File: config.mk
export PLATFORM = sky130hd
export DESIGN_NAME = position_query_byte_stuffed_framer_flat
export DESIGN_NICKNAME = d
export VERILOG_FILES = /design/src/hw/rtl/pqbsf_pkg.sv /design/src/hw/rtl/pqbsf_if.sv /design/src/hw/rtl/pqbsf_front.sv /design/src/hw/rtl/pqbsf_queue.sv /design/src/hw/rtl/pqbsf_back.sv /design/src/hw/rtl/position_query_byte_stuffed_framer.sv /design/src/flat_wrapper.sv
export SDC_FILE = /design/constraint.sdc
export NUM_CORES = 1
export LEC_CHECK = 0
export BUFFER_PORTS_ARGS = -buffer_cell sky130_fd_sc_hd__buf_2
export CORE_UTILIZATION = 25
export CTS_CLUSTER_SIZE = 16
export DETAILED_ROUTE_END_ITERATION = 10
export HOLD_SLACK_MARGIN = 0.06
export MAX_ROUTING_LAYER = met4
export SLEW_MARGIN = 5
export SYNTH_ARGS = -nofsm -noshare
export SYNTH_HDL_FRONTEND = slang
export SYNTH_SLANG_ARGS = --single-unit
File: constraint.sdc
create_clock -name clock -period 4.6 [get_ports clock]
set_clock_uncertainty 0.05 [all_clocks]
set_input_delay 0.23 -clock clock [delete_from_list [all_inputs] [get_ports clock]]
set_output_delay 0.23 -clock clock [all_outputs]
set_load 0.02 [all_outputs]
File: src/hw/rtl/pqbsf_pkg.sv
// pqbsf_pkg: shared codes, types and helpers of the position query framer
// no dependencies; used by every module of the framer

package pqbsf_pkg;

   localparam logic [7:0] FRAME_START = 8'hAA;
   localparam logic [7:0] FRAME_END   = 8'hBB;
   localparam logic [7:0] ESC_MARK    = 8'h7D;
   localparam logic [7:0] ESC_FLIP    = 8'h20;

   localparam logic [1:0] KIND_BYTE  = 2'd0;
   localparam logic [1:0] KIND_RESET = 2'd1;
   localparam logic [1:0] KIND_HELP  = 2'd2;

   localparam int unsigned BODY_BYTES = 6;

   // one classified command waiting for the serializer
   typedef struct packed {
      logic [1:0]                      kind;
      logic [BODY_BYTES-1:0][7:0]      body;
      logic [BODY_BYTES-1:0]           esc;
   } frame_desc_type;

   typedef enum logic [3:0] {
      PH_HEAD = 4'b0001,
      PH_BODY = 4'b0010,
      PH_ESC  = 4'b0100,
      PH_TAIL = 4'b1000
   } back_state_type;

   function automatic logic needs_escape(input logic [7:0] value);
      needs_escape = (value == FRAME_START) || (value == FRAME_END) || (value == ESC_MARK);
   endfunction

endpackage

File: src/hw/rtl/pqbsf_if.sv
// pqbsf_req_if / pqbsf_rsp_if: valid/ready channels of the position query framer
// no dependencies

interface pqbsf_req_if;
   logic        valid;
   logic        ready;
   logic [7:0]  command_byte;
   logic [15:0] position_first;
   logic [15:0] position_second;
   logic [15:0] position_third;

   modport source (output valid, output command_byte, output position_first,
                   output position_second, output position_third, input ready);
   modport sink   (input valid, input command_byte, input position_first,
                   input position_second, input position_third, output ready);
endinterface

interface pqbsf_rsp_if;
   logic       valid;
   logic       ready;
   logic [1:0] result_kind;
   logic [7:0] line_byte;
   logic       last_of_run;

   modport source (output valid, output result_kind, output line_byte,
                   output last_of_run, input ready);
   modport sink   (input valid, input result_kind, input line_byte,
                   input last_of_run, output ready);
endinterface

File: src/hw/rtl/pqbsf_front.sv
// pqbsf_front: takes command beats and classifies them into frame descriptors
// depends on pqbsf_pkg and pqbsf_req_if

module pqbsf_front (
   pqbsf_req_if.sink                 req_chan,
   output logic                      push_valid,
   input  logic                      push_ready,
   output pqbsf_pkg::frame_desc_type push_desc
);

   logic [pqbsf_pkg::BODY_BYTES-1:0][7:0] body;

   assign body[0] = req_chan.position_first[15:8];
   assign body[1] = req_chan.position_first[7:0];
   assign body[2] = req_chan.position_second[15:8];
   assign body[3] = req_chan.position_second[7:0];
   assign body[4] = req_chan.position_third[15:8];
   assign body[5] = req_chan.position_third[7:0];

   always_comb begin
      if (req_chan.command_byte == pqbsf_pkg::FRAME_START) begin
         push_desc.kind = pqbsf_pkg::KIND_BYTE;
      end else if (req_chan.command_byte == pqbsf_pkg::FRAME_END) begin
         push_desc.kind = pqbsf_pkg::KIND_RESET;
      end else begin
         push_desc.kind = pqbsf_pkg::KIND_HELP;
      end
      push_desc.body = body;
      for (int i = 0; i < pqbsf_pkg::BODY_BYTES; i++) begin
         push_desc.esc[i] = pqbsf_pkg::needs_escape(body[i]);
      end
   end

   assign push_valid     = req_chan.valid;
   assign req_chan.ready = push_ready;

endmodule

File: src/hw/rtl/pqbsf_queue.sv
// pqbsf_queue: small descriptor fifo between classifier and serializer
// depends on pqbsf_pkg

module pqbsf_queue #(
   parameter int unsigned DEPTH = 2
) (
   input  logic                      clock,
   input  logic                      reset,
   input  logic                      push_valid,
   output logic                      push_ready,
   input  pqbsf_pkg::frame_desc_type push_desc,
   output logic                      pop_valid,
   input  logic                      pop_ready,
   output pqbsf_pkg::frame_desc_type pop_desc
);

   localparam int unsigned IDX_W = (DEPTH > 1) ? $clog2(DEPTH) : 1;
   localparam int unsigned CNT_W = $clog2(DEPTH + 1);

   pqbsf_pkg::frame_desc_type slot_ff [DEPTH];
   logic [IDX_W-1:0] wr_ptr_ff, wr_ptr_in;
   logic [IDX_W-1:0] rd_ptr_ff, rd_ptr_in;
   logic [CNT_W-1:0] count_ff, count_in;
   logic             do_push, do_pop;

   assign push_ready = (count_ff != CNT_W'(DEPTH));
   assign pop_valid  = (count_ff != '0);
   assign pop_desc   = slot_ff[rd_ptr_ff];
   assign do_push    = push_valid && push_ready;
   assign do_pop     = pop_valid && pop_ready;

   always_comb begin
      wr_ptr_in = wr_ptr_ff;
      rd_ptr_in = rd_ptr_ff;
      count_in  = count_ff;
      if (do_push) begin
         wr_ptr_in = (wr_ptr_ff == IDX_W'(DEPTH - 1)) ? '0 : wr_ptr_ff + 1'b1;
      end
      if (do_pop) begin
         rd_ptr_in = (rd_ptr_ff == IDX_W'(DEPTH - 1)) ? '0 : rd_ptr_ff + 1'b1;
      end
      if (do_push && !do_pop) begin
         count_in = count_ff + 1'b1;
      end else if (do_pop && !do_push) begin
         count_in = count_ff - 1'b1;
      end
   end

   always_ff @(posedge clock) begin
      if (reset) begin
         wr_ptr_ff <= '0;
         rd_ptr_ff <= '0;
         count_ff  <= '0;
      end else begin
         wr_ptr_ff <= wr_ptr_in;
         rd_ptr_ff <= rd_ptr_in;
         count_ff  <= count_in;
      end
   end

   always_ff @(posedge clock) begin
      if (do_push) begin
         slot_ff[wr_ptr_ff] <= push_desc;
      end
   end

endmodule

File: src/hw/rtl/pqbsf_back.sv
// pqbsf_back: serializes one descriptor into result beats with byte stuffing
// depends on pqbsf_pkg and pqbsf_rsp_if

module pqbsf_back (
   input  logic                      clock,
   input  logic                      reset,
   input  logic                      head_valid,
   output logic                      head_pop,
   input  pqbsf_pkg::frame_desc_type head_desc,
   pqbsf_rsp_if.source               rsp_chan
);

   pqbsf_pkg::back_state_type state_ff, state_in;
   logic [2:0] idx_ff, idx_in;
   logic       out_valid_ff, out_valid_in;
   logic [1:0] out_kind_ff, out_kind_in;
   logic [7:0] out_byte_ff, out_byte_in;
   logic       out_last_ff, out_last_in;
   logic       load;
   logic [7:0] cur_byte;

   // output register frees up when empty or being taken this cycle
   assign load     = head_valid && (!out_valid_ff || rsp_chan.ready);
   assign cur_byte = head_desc.body[idx_ff];

   always_comb begin
      state_in     = state_ff;
      idx_in       = idx_ff;
      out_valid_in = out_valid_ff && !rsp_chan.ready;
      out_kind_in  = out_kind_ff;
      out_byte_in  = out_byte_ff;
      out_last_in  = out_last_ff;
      head_pop     = 1'b0;
      if (load) begin
         out_valid_in = 1'b1;
         out_kind_in  = head_desc.kind;
         out_last_in  = 1'b0;
         if (head_desc.kind != pqbsf_pkg::KIND_BYTE) begin
            out_byte_in = '0;
            out_last_in = 1'b1;
            head_pop    = 1'b1;
         end else begin
            unique case (state_ff)
               pqbsf_pkg::PH_HEAD: begin
                  out_byte_in = pqbsf_pkg::FRAME_START;
                  idx_in      = '0;
                  state_in    = pqbsf_pkg::PH_BODY;
               end
               pqbsf_pkg::PH_BODY: begin
                  if (head_desc.esc[idx_ff]) begin
                     out_byte_in = pqbsf_pkg::ESC_MARK;
                     state_in    = pqbsf_pkg::PH_ESC;
                  end else begin
                     out_byte_in = cur_byte;
                     if (idx_ff == 3'(pqbsf_pkg::BODY_BYTES - 1)) begin
                        state_in = pqbsf_pkg::PH_TAIL;
                     end else begin
                        idx_in = idx_ff + 1'b1;
                     end
                  end
               end
               pqbsf_pkg::PH_ESC: begin
                  out_byte_in = cur_byte ^ pqbsf_pkg::ESC_FLIP;
                  if (idx_ff == 3'(pqbsf_pkg::BODY_BYTES - 1)) begin
                     state_in = pqbsf_pkg::PH_TAIL;
                  end else begin
                     idx_in   = idx_ff + 1'b1;
                     state_in = pqbsf_pkg::PH_BODY;
                  end
               end
               pqbsf_pkg::PH_TAIL: begin
                  out_byte_in = pqbsf_pkg::FRAME_END;
                  out_last_in = 1'b1;
                  head_pop    = 1'b1;
                  state_in    = pqbsf_pkg::PH_HEAD;
               end
               default: begin
                  state_in = pqbsf_pkg::PH_HEAD;
               end
            endcase
         end
      end
   end

   always_ff @(posedge clock) begin
      if (reset) begin
         state_ff     <= pqbsf_pkg::PH_HEAD;
         idx_ff       <= '0;
         out_valid_ff <= 1'b0;
      end else begin
         state_ff     <= state_in;
         idx_ff       <= idx_in;
         out_valid_ff <= out_valid_in;
      end
   end

   always_ff @(posedge clock) begin
      out_kind_ff <= out_kind_in;
      out_byte_ff <= out_byte_in;
      out_last_ff <= out_last_in;
   end

   assign rsp_chan.valid       = out_valid_ff;
   assign rsp_chan.result_kind = out_kind_ff;
   assign rsp_chan.line_byte   = out_byte_ff;
   assign rsp_chan.last_of_run = out_last_ff;

endmodule

File: src/hw/rtl/position_query_byte_stuffed_framer.sv
// Position query framer: a command 0xAA with three 16-bit positions becomes a frame of
// 8 to 14 byte beats (0xAA, six position bytes high first with 0x7D/xor-0x20 stuffing of
// 0xAA, 0xBB and 0x7D, then 0xBB); 0xBB gives one counter reset beat, any other command
// one help beat. The back end puts out one beat per cycle while the result side is ready;
// a query takes the serializer for one beat per frame byte, any other command for a single beat.
// The front classifies commands into a QUEUE_DEPTH-entry queue, so new commands are
// taken while a frame is still going out; the result side has its own output register.
// depends on pqbsf_pkg, pqbsf_if, pqbsf_front, pqbsf_queue, pqbsf_back

module position_query_byte_stuffed_framer #(
   parameter int unsigned QUEUE_DEPTH = 2
) (
   input  logic        clock,
   input  logic        reset,
   pqbsf_req_if.sink   req_chan,
   pqbsf_rsp_if.source rsp_chan
);

   logic                      push_valid, push_ready;
   logic                      pop_valid, pop_ready;
   pqbsf_pkg::frame_desc_type push_desc, pop_desc;

   pqbsf_front u_front (
      .req_chan   (req_chan),
      .push_valid (push_valid),
      .push_ready (push_ready),
      .push_desc  (push_desc)
   );

   pqbsf_queue #(
      .DEPTH (QUEUE_DEPTH)
   ) u_queue (
      .clock      (clock),
      .reset      (reset),
      .push_valid (push_valid),
      .push_ready (push_ready),
      .push_desc  (push_desc),
      .pop_valid  (pop_valid),
      .pop_ready  (pop_ready),
      .pop_desc   (pop_desc)
   );

   pqbsf_back u_back (
      .clock      (clock),
      .reset      (reset),
      .head_valid (pop_valid),
      .head_pop   (pop_ready),
      .head_desc  (pop_desc),
      .rsp_chan   (rsp_chan)
   );

`ifndef SYNTHESIS
   // single-beat results carry no byte and close their run
   a_ctrl_beat_shape: assert property (@(posedge clock) disable iff (reset)
      (rsp_chan.valid && rsp_chan.result_kind != pqbsf_pkg::KIND_BYTE)
      |-> (rsp_chan.last_of_run && rsp_chan.line_byte == 8'h00))
      else $error("control result with byte or without last");

   // a frame always closes on the end byte
   a_frame_tail: assert property (@(posedge clock) disable iff (reset)
      (rsp_chan.valid && rsp_chan.result_kind == pqbsf_pkg::KIND_BYTE
       && rsp_chan.last_of_run) |-> (rsp_chan.line_byte == pqbsf_pkg::FRAME_END))
      else $error("frame closed on a byte other than the end byte");

   // serializer retires only descriptors that are really queued
   a_pop_guard: assert property (@(posedge clock) disable iff (reset)
      pop_ready |-> pop_valid)
      else $error("queue popped while empty");
`endif

endmodule

File: src/flat_wrapper.sv
// flat-port wrapper written by rule: the top's interface ports become plain ports
module position_query_byte_stuffed_framer_flat 
#(
   parameter int unsigned QUEUE_DEPTH = 2
)
  (clock, reset, req_chan_valid, req_chan_command_byte, req_chan_position_first, req_chan_position_second, req_chan_position_third, req_chan_ready, rsp_chan_valid, rsp_chan_result_kind, rsp_chan_line_byte, rsp_chan_last_of_run, rsp_chan_ready);
  pqbsf_req_if req_chan_i ();
  pqbsf_rsp_if rsp_chan_i ();
  input  logic clock;
  input  logic reset;
  input wire logic [$bits(req_chan_i.valid)-1:0] req_chan_valid;
  input wire logic [$bits(req_chan_i.command_byte)-1:0] req_chan_command_byte;
  input wire logic [$bits(req_chan_i.position_first)-1:0] req_chan_position_first;
  input wire logic [$bits(req_chan_i.position_second)-1:0] req_chan_position_second;
  input wire logic [$bits(req_chan_i.position_third)-1:0] req_chan_position_third;
  output wire logic [$bits(req_chan_i.ready)-1:0] req_chan_ready;
  output wire logic [$bits(rsp_chan_i.valid)-1:0] rsp_chan_valid;
  output wire logic [$bits(rsp_chan_i.result_kind)-1:0] rsp_chan_result_kind;
  output wire logic [$bits(rsp_chan_i.line_byte)-1:0] rsp_chan_line_byte;
  output wire logic [$bits(rsp_chan_i.last_of_run)-1:0] rsp_chan_last_of_run;
  input wire logic [$bits(rsp_chan_i.ready)-1:0] rsp_chan_ready;
  assign req_chan_i.valid = req_chan_valid;
  assign req_chan_i.command_byte = req_chan_command_byte;
  assign req_chan_i.position_first = req_chan_position_first;
  assign req_chan_i.position_second = req_chan_position_second;
  assign req_chan_i.position_third = req_chan_position_third;
  assign req_chan_ready = req_chan_i.ready;
  assign rsp_chan_valid = rsp_chan_i.valid;
  assign rsp_chan_result_kind = rsp_chan_i.result_kind;
  assign rsp_chan_line_byte = rsp_chan_i.line_byte;
  assign rsp_chan_last_of_run = rsp_chan_i.last_of_run;
  assign rsp_chan_i.ready = rsp_chan_ready;
  position_query_byte_stuffed_framer #(.QUEUE_DEPTH(QUEUE_DEPTH)) u_core (.clock(clock), .reset(reset), .req_chan(req_chan_i), .rsp_chan(rsp_chan_i));
endmodule
==> results.md, run 1 <==
* Die height at around 150 um
* Number of post-CTS setup repair buffers at 0
* Wire length the detailed router placed on met1 at roughly 5.7 mm
* Post-synth net total at around 420
* Routed wire length at roughly 14 mm
* Core area at 22600 um2
* Number of vias per cell at roughly 4.7
* Commonest register cell after synthesis: sky130_fd_sc_hd__edfxtp_1
* Period utilization at between 50% and 60%
* Data required time at the worst endpoint at between 4 and 5 ns
* Achievable clock frequency at about 0.38 GHz
* Commonest cells in the netlist: sky130_fd_sc_hd__edfxtp_1, sky130_fd_sc_hd__a21oi_1, sky130_fd_sc_hd__mux4_2
* Area enclosed by the die boundary at 23700 um2
* Hold Crit Class: input pin to flop
* Iter 0 DRT Violations at 265
* Total I/O pin count at 73
* Effective utilization at floorplan at 25.5%
* Max cap viols at 0
* Endpoint type of the worst setup path: flop
* Count of buffers inserted at the top-level ports at 72
* Post-synth top area share at 63.9%
* Cells on worst reg2reg path at 5
* Pre-antenna DRT Iters at 4
* WL met2 at just under 7 mm
* Pwr Density at approximately 500 nW/um2
* Status: finished, final reports clean
* RD Place Congestion at between 0.8 and 0.9
* Area growth from synthesis to final layout at 29.8%
* Fin. Hold Viols at 0
* Source-to-sink clock delay at the later pin of the worst-skew pair at ~0.42 ns
* Fin crit period at roughly 2.6 ns
* DRC violation count after routing at 0
* Max layer used: met4
* Worst IR drop on VDD at around 0.27 mV
* Library cells used by synthesis at between 50 and 60
* Final count of negative-setup-slack endpoints at 0
* Die X-Extent at 154 um
* Number of global-route vias before repair at 3805
* Pin count of the biggest net entering global routing at between 40 and 50
* CP max stage cell: sky130_fd_sc_hd__dfxtp_1
* Worst Setup Path Type: flop to flop
* Num rows at between 50 and 60
* Cell taking the most area after synthesis: sky130_fd_sc_hd__edfxtp_1
* Total of flip-flops plus latches after synthesis at between 100 and 150
* Number of antenna violations at the first check in global routing at 0
* Post-synthesis cell count at 358
* Count of nets left with antenna violations after detail routing at 0
* Most frequently used cell type in the post-synthesis netlist: sky130_fd_sc_hd__edfxtp_1
* Clock transition at the registers of the reported paths at 0.06 ns
* Number of flops mapped to enable cells by yosys at 123
* Largest driver fanout on the critical path at 23
* Clock Root Buffer: sky130_fd_sc_hd__clkbuf_16
* CTS Buffer Depth at 2
* Overall fraction of global-route tracks in use at 12.5%
* Sum of negative setup slack at 0 ns
* Min-Delay Path Depth at 2
* Residual overflow from global routing at 0
* Half-perimeter wire length after placement at just under 10 mm
* Kind of launch point of the worst setup path: flop
* Number of nets in the layout at 548
* Wirelength per Cell at 17.6 um
* Series of cell instances along the critical path: mux4_2 -> and3_1 -> a21o_1 -> nor2_1 -> a21oi_1
* Setup repair after global routing missed its margin: no
* CTS tree: built
* Total Power Consumption at 3.75 mW
* Final max-slew violation count at 0
* Sequential share of the synthesized area at about 68%
* Antenna diode count at 0
* Worst-Margin Slew at ~1.0 ns
* Data arrival time of the critical path at approximately 2.7 ns
* Count of warnings emitted by yosys at 0
* Fraction of final layout cells with drive strength greater than 1 at around 29%
* Leak at roughly 2.6 nW
* Share of flip-flops with an asynchronous set or reset at 0%
* Cell area after synthesis at 5780 um2
* Mean instance size in the synthesized netlist at 16.1 um2
* Wire length on met3 at about 540 um
* TritonCTS buffer count at 17
* Worst-case headroom to the max-slew limit at a little under a third
* CTS Sinks at about 140
* Worst path max stage delay at just under 1 ns
* Number of fill cells at 2180
* Cell types with the largest area share after synthesis: sky130_fd_sc_hd__edfxtp_1, sky130_fd_sc_hd__mux4_2, sky130_fd_sc_hd__dfxtp_1
* Vias post-DR at between 3000 and 4000
* Global-route wire length before repair at 21.2 mm
* CTS H-tree depth at 4
-- metrics by stage --
stage	std cells	cell area, um2	hold slack [ns]	worst slack [ns]	util, %
4_1_cts	783	7500	0.0704	1.95	33.1
5_1_grt	783	7500	0.0917	1.75	33.1
2_1_floorplan	358	5780	0.279	0.779	-
6_report	783	7500	0.0803	1.98	33.1
3_5_place_dp	703	6440	0.400	1.97	28.5
3_3_place_gp	703	6440	0.392	2.00	28.5
-- layout by cell type, fill, tap and decap left out, drive strengths merged, types with 12 or more instances in the layout --
cell and instances:
nor4bb 13, buf 76, mux4 26, dfxtp 13
dlygate4sd3 48, edfxtp 123, nor2 20, nor3 12
clkbuf 17, a21oi 27, nand2 25
-- final cells by class --
cell class / instances / area, um2 / share of cell area [%]
sequential: 136 / 3960 / 52.7
multi-input combinational: 201 / 1720 / 23.0
timing repair buffer: 124 / 871 / 11.6
clock buffer: 17 / 425 / 5.67
tap: 285 / 357 / 4.75
clock inverter: 15 / 153 / 2.04
inverter: 5 / 18.8 / 0.250
-- sequential cells by signal, summed over array words and instances (netlist names), named ones only --
| register | count |
|---|---|
| u_core.u_back.rsp_chan.last_of_run | 1 |
| u_core.u_back.rsp_chan.line_byte | 8 |
| u_core.u_queue.rd_ptr_ff | 1 |
| u_core.u_back.idx_ff | 3 |
| u_core.u_back.rsp_chan.result_kind | 2 |
| u_core.u_back.rsp_chan.valid | 1 |
| u_core.u_queue.slot_ff | 112 |
| u_core.u_queue.wr_ptr_ff | 1 |
| u_core.u_back.state_ff | 4 |
| u_core.u_queue.count_ff | 2 |
-- worst max-delay path, delay by kind of cell (launching register included) --
kind | cells | cell delay (ns)
AND/OR/NAND/NOR | 2 | 0.50
multiplexers | 1 | 0.45
AO/OA/AOI/OAI | 2 | 0.34
flip-flops | 1 | 0.99
-- final timing paths --
path	from	endpoint	slack (ns)
worst min-delay path	reset	u_core.u_queue.wr_ptr_ff$_SDFFE_PP0P_	0.08
worst min register to register	u_core.u_queue.rd_ptr_ff$_SDFFE_PP0P_	u_core.u_queue.rd_ptr_ff$_SDFFE_PP0P_	0.47
worst max register to register	u_core.u_back.idx_ff[0]$_SDFFE_PP0P_	u_core.u_back.rsp_chan.line_byte[4]$_SDFFCE_PP0P_	1.98
worst max-delay path	u_core.u_back.idx_ff[0]$_SDFFE_PP0P_	u_core.u_back.rsp_chan.line_byte[4]$_SDFFCE_PP0P_	1.98
-- power breakdown --
part	internal, mW	total, mW	switching [mW]
sequential	1.60	1.71	0.114
clock	0.797	1.32	0.521
combinational	0.324	0.720	0.396
total	2.72	3.75	1.03
-- logic make-up after synthesis --
group	Yosys count	share of synthesized area [%]
DFF	136	68.4
xor gates and xnor gates	6	0.910
adders and majority gates	3	0.650
AOI/OAI and AO/OA	55	6.19
and+or+nand+nor	101	9.98
muxes	36	11.9
buffers and inverters	21	1.91
-- layer usage --
metal | up-vias | GRT usage [%]
met2 | 102 | 20.5
met4 | 0 | 7.52
met1 | 1863 | 14.0
met3 | 24 | 2.48
met5 | - | -
li1 | 1684 | -
-- what timing repair did --
item,4_1_cts,5_1_grt
hold buffers,48,0
gates resized for setup,0,0
hold endpoints to repair,96,0
(Power assumes the default switching activity.)
==> run 2, diff against run 1 <==
==> constraint.sdc (replaced) <==
create_clock -name clock -period 2.7 [get_ports clock]
set_clock_uncertainty 0.05 [all_clocks]
set_input_delay 0.135 -clock clock [delete_from_list [all_inputs] [get_ports clock]]
set_output_delay 0.135 -clock clock [all_outputs]
set_load 0.02 [all_outputs]
==> results.md, run 2 (synthesis results as in run 1) <==
* Largest register by flop count: u_core.u_queue.slot_ff
* Fin. Hold Viols at 0 (unchanged)
* Worst path max stage delay at 0.56 ns (-0.43 ns)
* Half-perimeter wire length after placement at 8.82 mm (-8.6%)
* WP buf/inv at 1 (+1)
* Pin count of the biggest net entering global routing at 57 (+39%)
* Resized cells post-CTS at 0 (unchanged)
* Vias post-DR at 3632 (-1.1%)
* Number of global-route vias before repair at 3817 (+0.32%)
* Number of fill cells at 2159 (-0.96%)
* Worst-Margin Slew at 0.627 ns (-0.410 ns)
* Cells on worst reg2reg path at 6 (+1)
* Final max-slew violation count at 0 (unchanged)
* Number of vias per cell at 4.57 (-2.5%)
* Residual overflow from global routing at 0 (unchanged)
* Data arrival time of the critical path at 2.48 ns (-0.23 ns)
* Setup repair after global routing missed its margin: no
* Global-route wire length before repair at 20.8 mm (-2.0%)
* Iter 0 DRT Violations at 260 (-1.9%)
* Share of the core filled with cells at 33.8% (+0.70 points)
* Wirelength per Cell at 16.2 um (-7.9%)
* RD Place Congestion at 0.857 (+6.7%)
* Count of buffers inserted at the top-level ports at 72 (unchanged)
* Largest driver fanout on the critical path at 14 (-39%)
* CTS H-tree depth at 4 (unchanged)
* Achievable clock frequency at 0.418 GHz (+9.6%)
* Number of antenna violations at the first check in global routing at 0 (unchanged)
* Count of nets left with antenna violations after detail routing at 0 (unchanged)
* Max cap viols at 0 (unchanged)
* Kind of launch point of the worst setup path: flop
* Finished Cell Area at 7660 um2 (+2.1%)
* Data required time at the worst endpoint at 2.79 ns (-1.89 ns)
* Area growth from synthesis to final layout at 32.6%
* Most common cell after layout, fill and taps aside: sky130_fd_sc_hd__edfxtp_1
* Hold Crit Class: input pin to flop
* Clock Root Buffer: sky130_fd_sc_hd__clkbuf_16
* Overall fraction of global-route tracks in use at 12.0% (-0.50 points)
* Source-to-sink clock delay at the later pin of the worst-skew pair at 0.42 ns (about the same)
* Register-to-register path setup slack at 0.31 ns (-1.67 ns)
* Num rows at 55 (unchanged)
* CTS Buffer Depth at 2 (unchanged)
* Die height at 154 um (unchanged)
* Core area at 22600 um2 (unchanged)
* Worst-case headroom to the max-slew limit at 58.2% (+27 points)
* Clock transition at the registers of the reported paths at 0.06 ns (about the same)
* CTS Sinks at 136 (unchanged)
* Area enclosed by the die boundary at 23700 um2 (unchanged)
* Effective utilization at floorplan at 25.5% (unchanged)
* Worst hold slack at 0.0868 ns (+0.00649 ns)
* Pre-antenna DRT Iters at 5 (+1)
* Status: finished, final reports clean
* Commonest non-fill, non-tap cells in the layout: sky130_fd_sc_hd__edfxtp_1, sky130_fd_sc_hd__buf_2, sky130_fd_sc_hd__dlygate4sd3_1
* Number of nets in the layout at 559 (+2.0%)
* Fin crit period at 2.39 ns (-0.230 ns)
* Critical hold path startpoint: req_chan_command_byte[5]
* CP max stage cell: sky130_fd_sc_hd__mux4_2
* Post-Place Cell Area at 6500 um2 (+0.85%)
* Final count of negative-setup-slack endpoints at 0 (unchanged)
* Family with the most delay on the worst path: multiplexers
* Endpoint type of the worst setup path: flop
* Worst IR drop on VDD at 0.432 mV (+61%)
* DRC violation count after routing at 0 (unchanged)
* Sum of negative setup slack at 0 ns (unchanged)
* Max reg flops at 112 (unchanged)
* Fraction of final layout cells with drive strength greater than 1 at 29.7% (+0.35 points)
* TritonCTS buffer count at 17 (unchanged)
* Worst Setup Path Type: flop to flop
* Series of cell instances along the critical path: buf_4 -> mux4_2 -> mux2i_1 -> nor3_1 -> a31oi_1 -> a21oi_1
* Min-Delay Path Depth at 3 (+1)
* Antenna diode count at 0 (unchanged)
* Routed wire length at 12.8 mm (-6.6%)
* Pwr Density at 854 nW/um2 (+71%)
* Die X-Extent at 154 um (unchanged)
* Period utilization at 88.6% (+32 points)
* Hold Path Sink: u_core.u_queue.slot_ff[0][55]$_DFFE_PP_
* Total I/O pin count at 73 (unchanged)
* Leak at 2.66 nW (+3.1%)
* CTS tree: built
* Reg-to-reg critical path endpoint: u_core.u_back.rsp_chan.line_byte[4]$_SDFFCE_PP0P_
run 2: changes by cell type in the layout (fill, tap and decap cells not counted), sizes merged:
cell         previous run  this run
buf                    76        80
bufinv                  2         4
dlygate4sd3            48        55
clkbuf                 17        18
inv                     7         5
clkinv                  8         7
run 2: layer usage:
metal	up-vias	track usage (%)	part of all wire, %
li1	1705	-	-
met1	1812	14.4	44
met2	93	19.1	50
met3	22	2.73	3.8
met4	0	5.48	2.4
met5	-	-	0
run 2: how the worst max path moves through the flow:
stage	start	end	slack (ns)	cells after the start
after detailed placement	flop	u_core.u_back.rsp_chan.line_byte[4]$_SDFFCE_PP0P_	0.29	6
after global routing	flop	u_core.u_back.rsp_chan.line_byte[4]$_SDFFCE_PP0P_	0.19	6
after global placement	flop	u_core.u_back.rsp_chan.line_byte[1]$_SDFFCE_PP0P_	0.33	6
after floorplan	u_core.u_queue.count_ff[0]$_SDFFE_PP0P_	u_core.u_queue.slot_ff[1][0]$_DFFE_PP_	0.003	3
after CTS	flop	u_core.u_back.rsp_chan.line_byte[4]$_SDFFCE_PP0P_	0.28	6
final	flop	u_core.u_back.rsp_chan.line_byte[4]$_SDFFCE_PP0P_	0.31	6
run 2: power breakdown:
group          internal (mW)  total, mW  switching, mW
clock network           1.53       2.39          0.862
logic                  0.585       1.29          0.700
registers               2.71       2.86          0.144
run 2: final cells by class:
class	instances	area [um2]	share of cell area (%)
inverter	5	18.8	0.245
timing repair buffer	135	996	13.0
clock buffer	18	429	5.60
multi-input combinational	201	1720	22.5
sequential	136	3960	51.6
clock inverter	14	181	2.37
tap	285	357	4.66
run 2: stage by stage:
step	power [mW]	setup slack (ns)	instances
after global routing	6.81	0.192	794
after floorplan	3.75	0.00343	358
after global placement	4.12	0.325	707
final	6.54	0.307	794
after CTS	6.60	0.278	794
after detailed placement	4.15	0.287	707
run 2: timing repair:
action | in CTS | in global routing
endpoints found under the hold margin | 109 | 0
hold buffers | 55 | 0
setup buffers | 0 | 0
run 2: worst register-to-register path: stages, from the launching register on:
cell and delay (ns):
sky130_fd_sc_hd__dfxtp_2 0.50, sky130_fd_sc_hd__buf_4 0.36, sky130_fd_sc_hd__mux4_2 0.57, sky130_fd_sc_hd__mux2i_1 0.29, sky130_fd_sc_hd__nor3_1 0.08, sky130_fd_sc_hd__a31oi_1 0.19
sky130_fd_sc_hd__a21oi_1 0.09
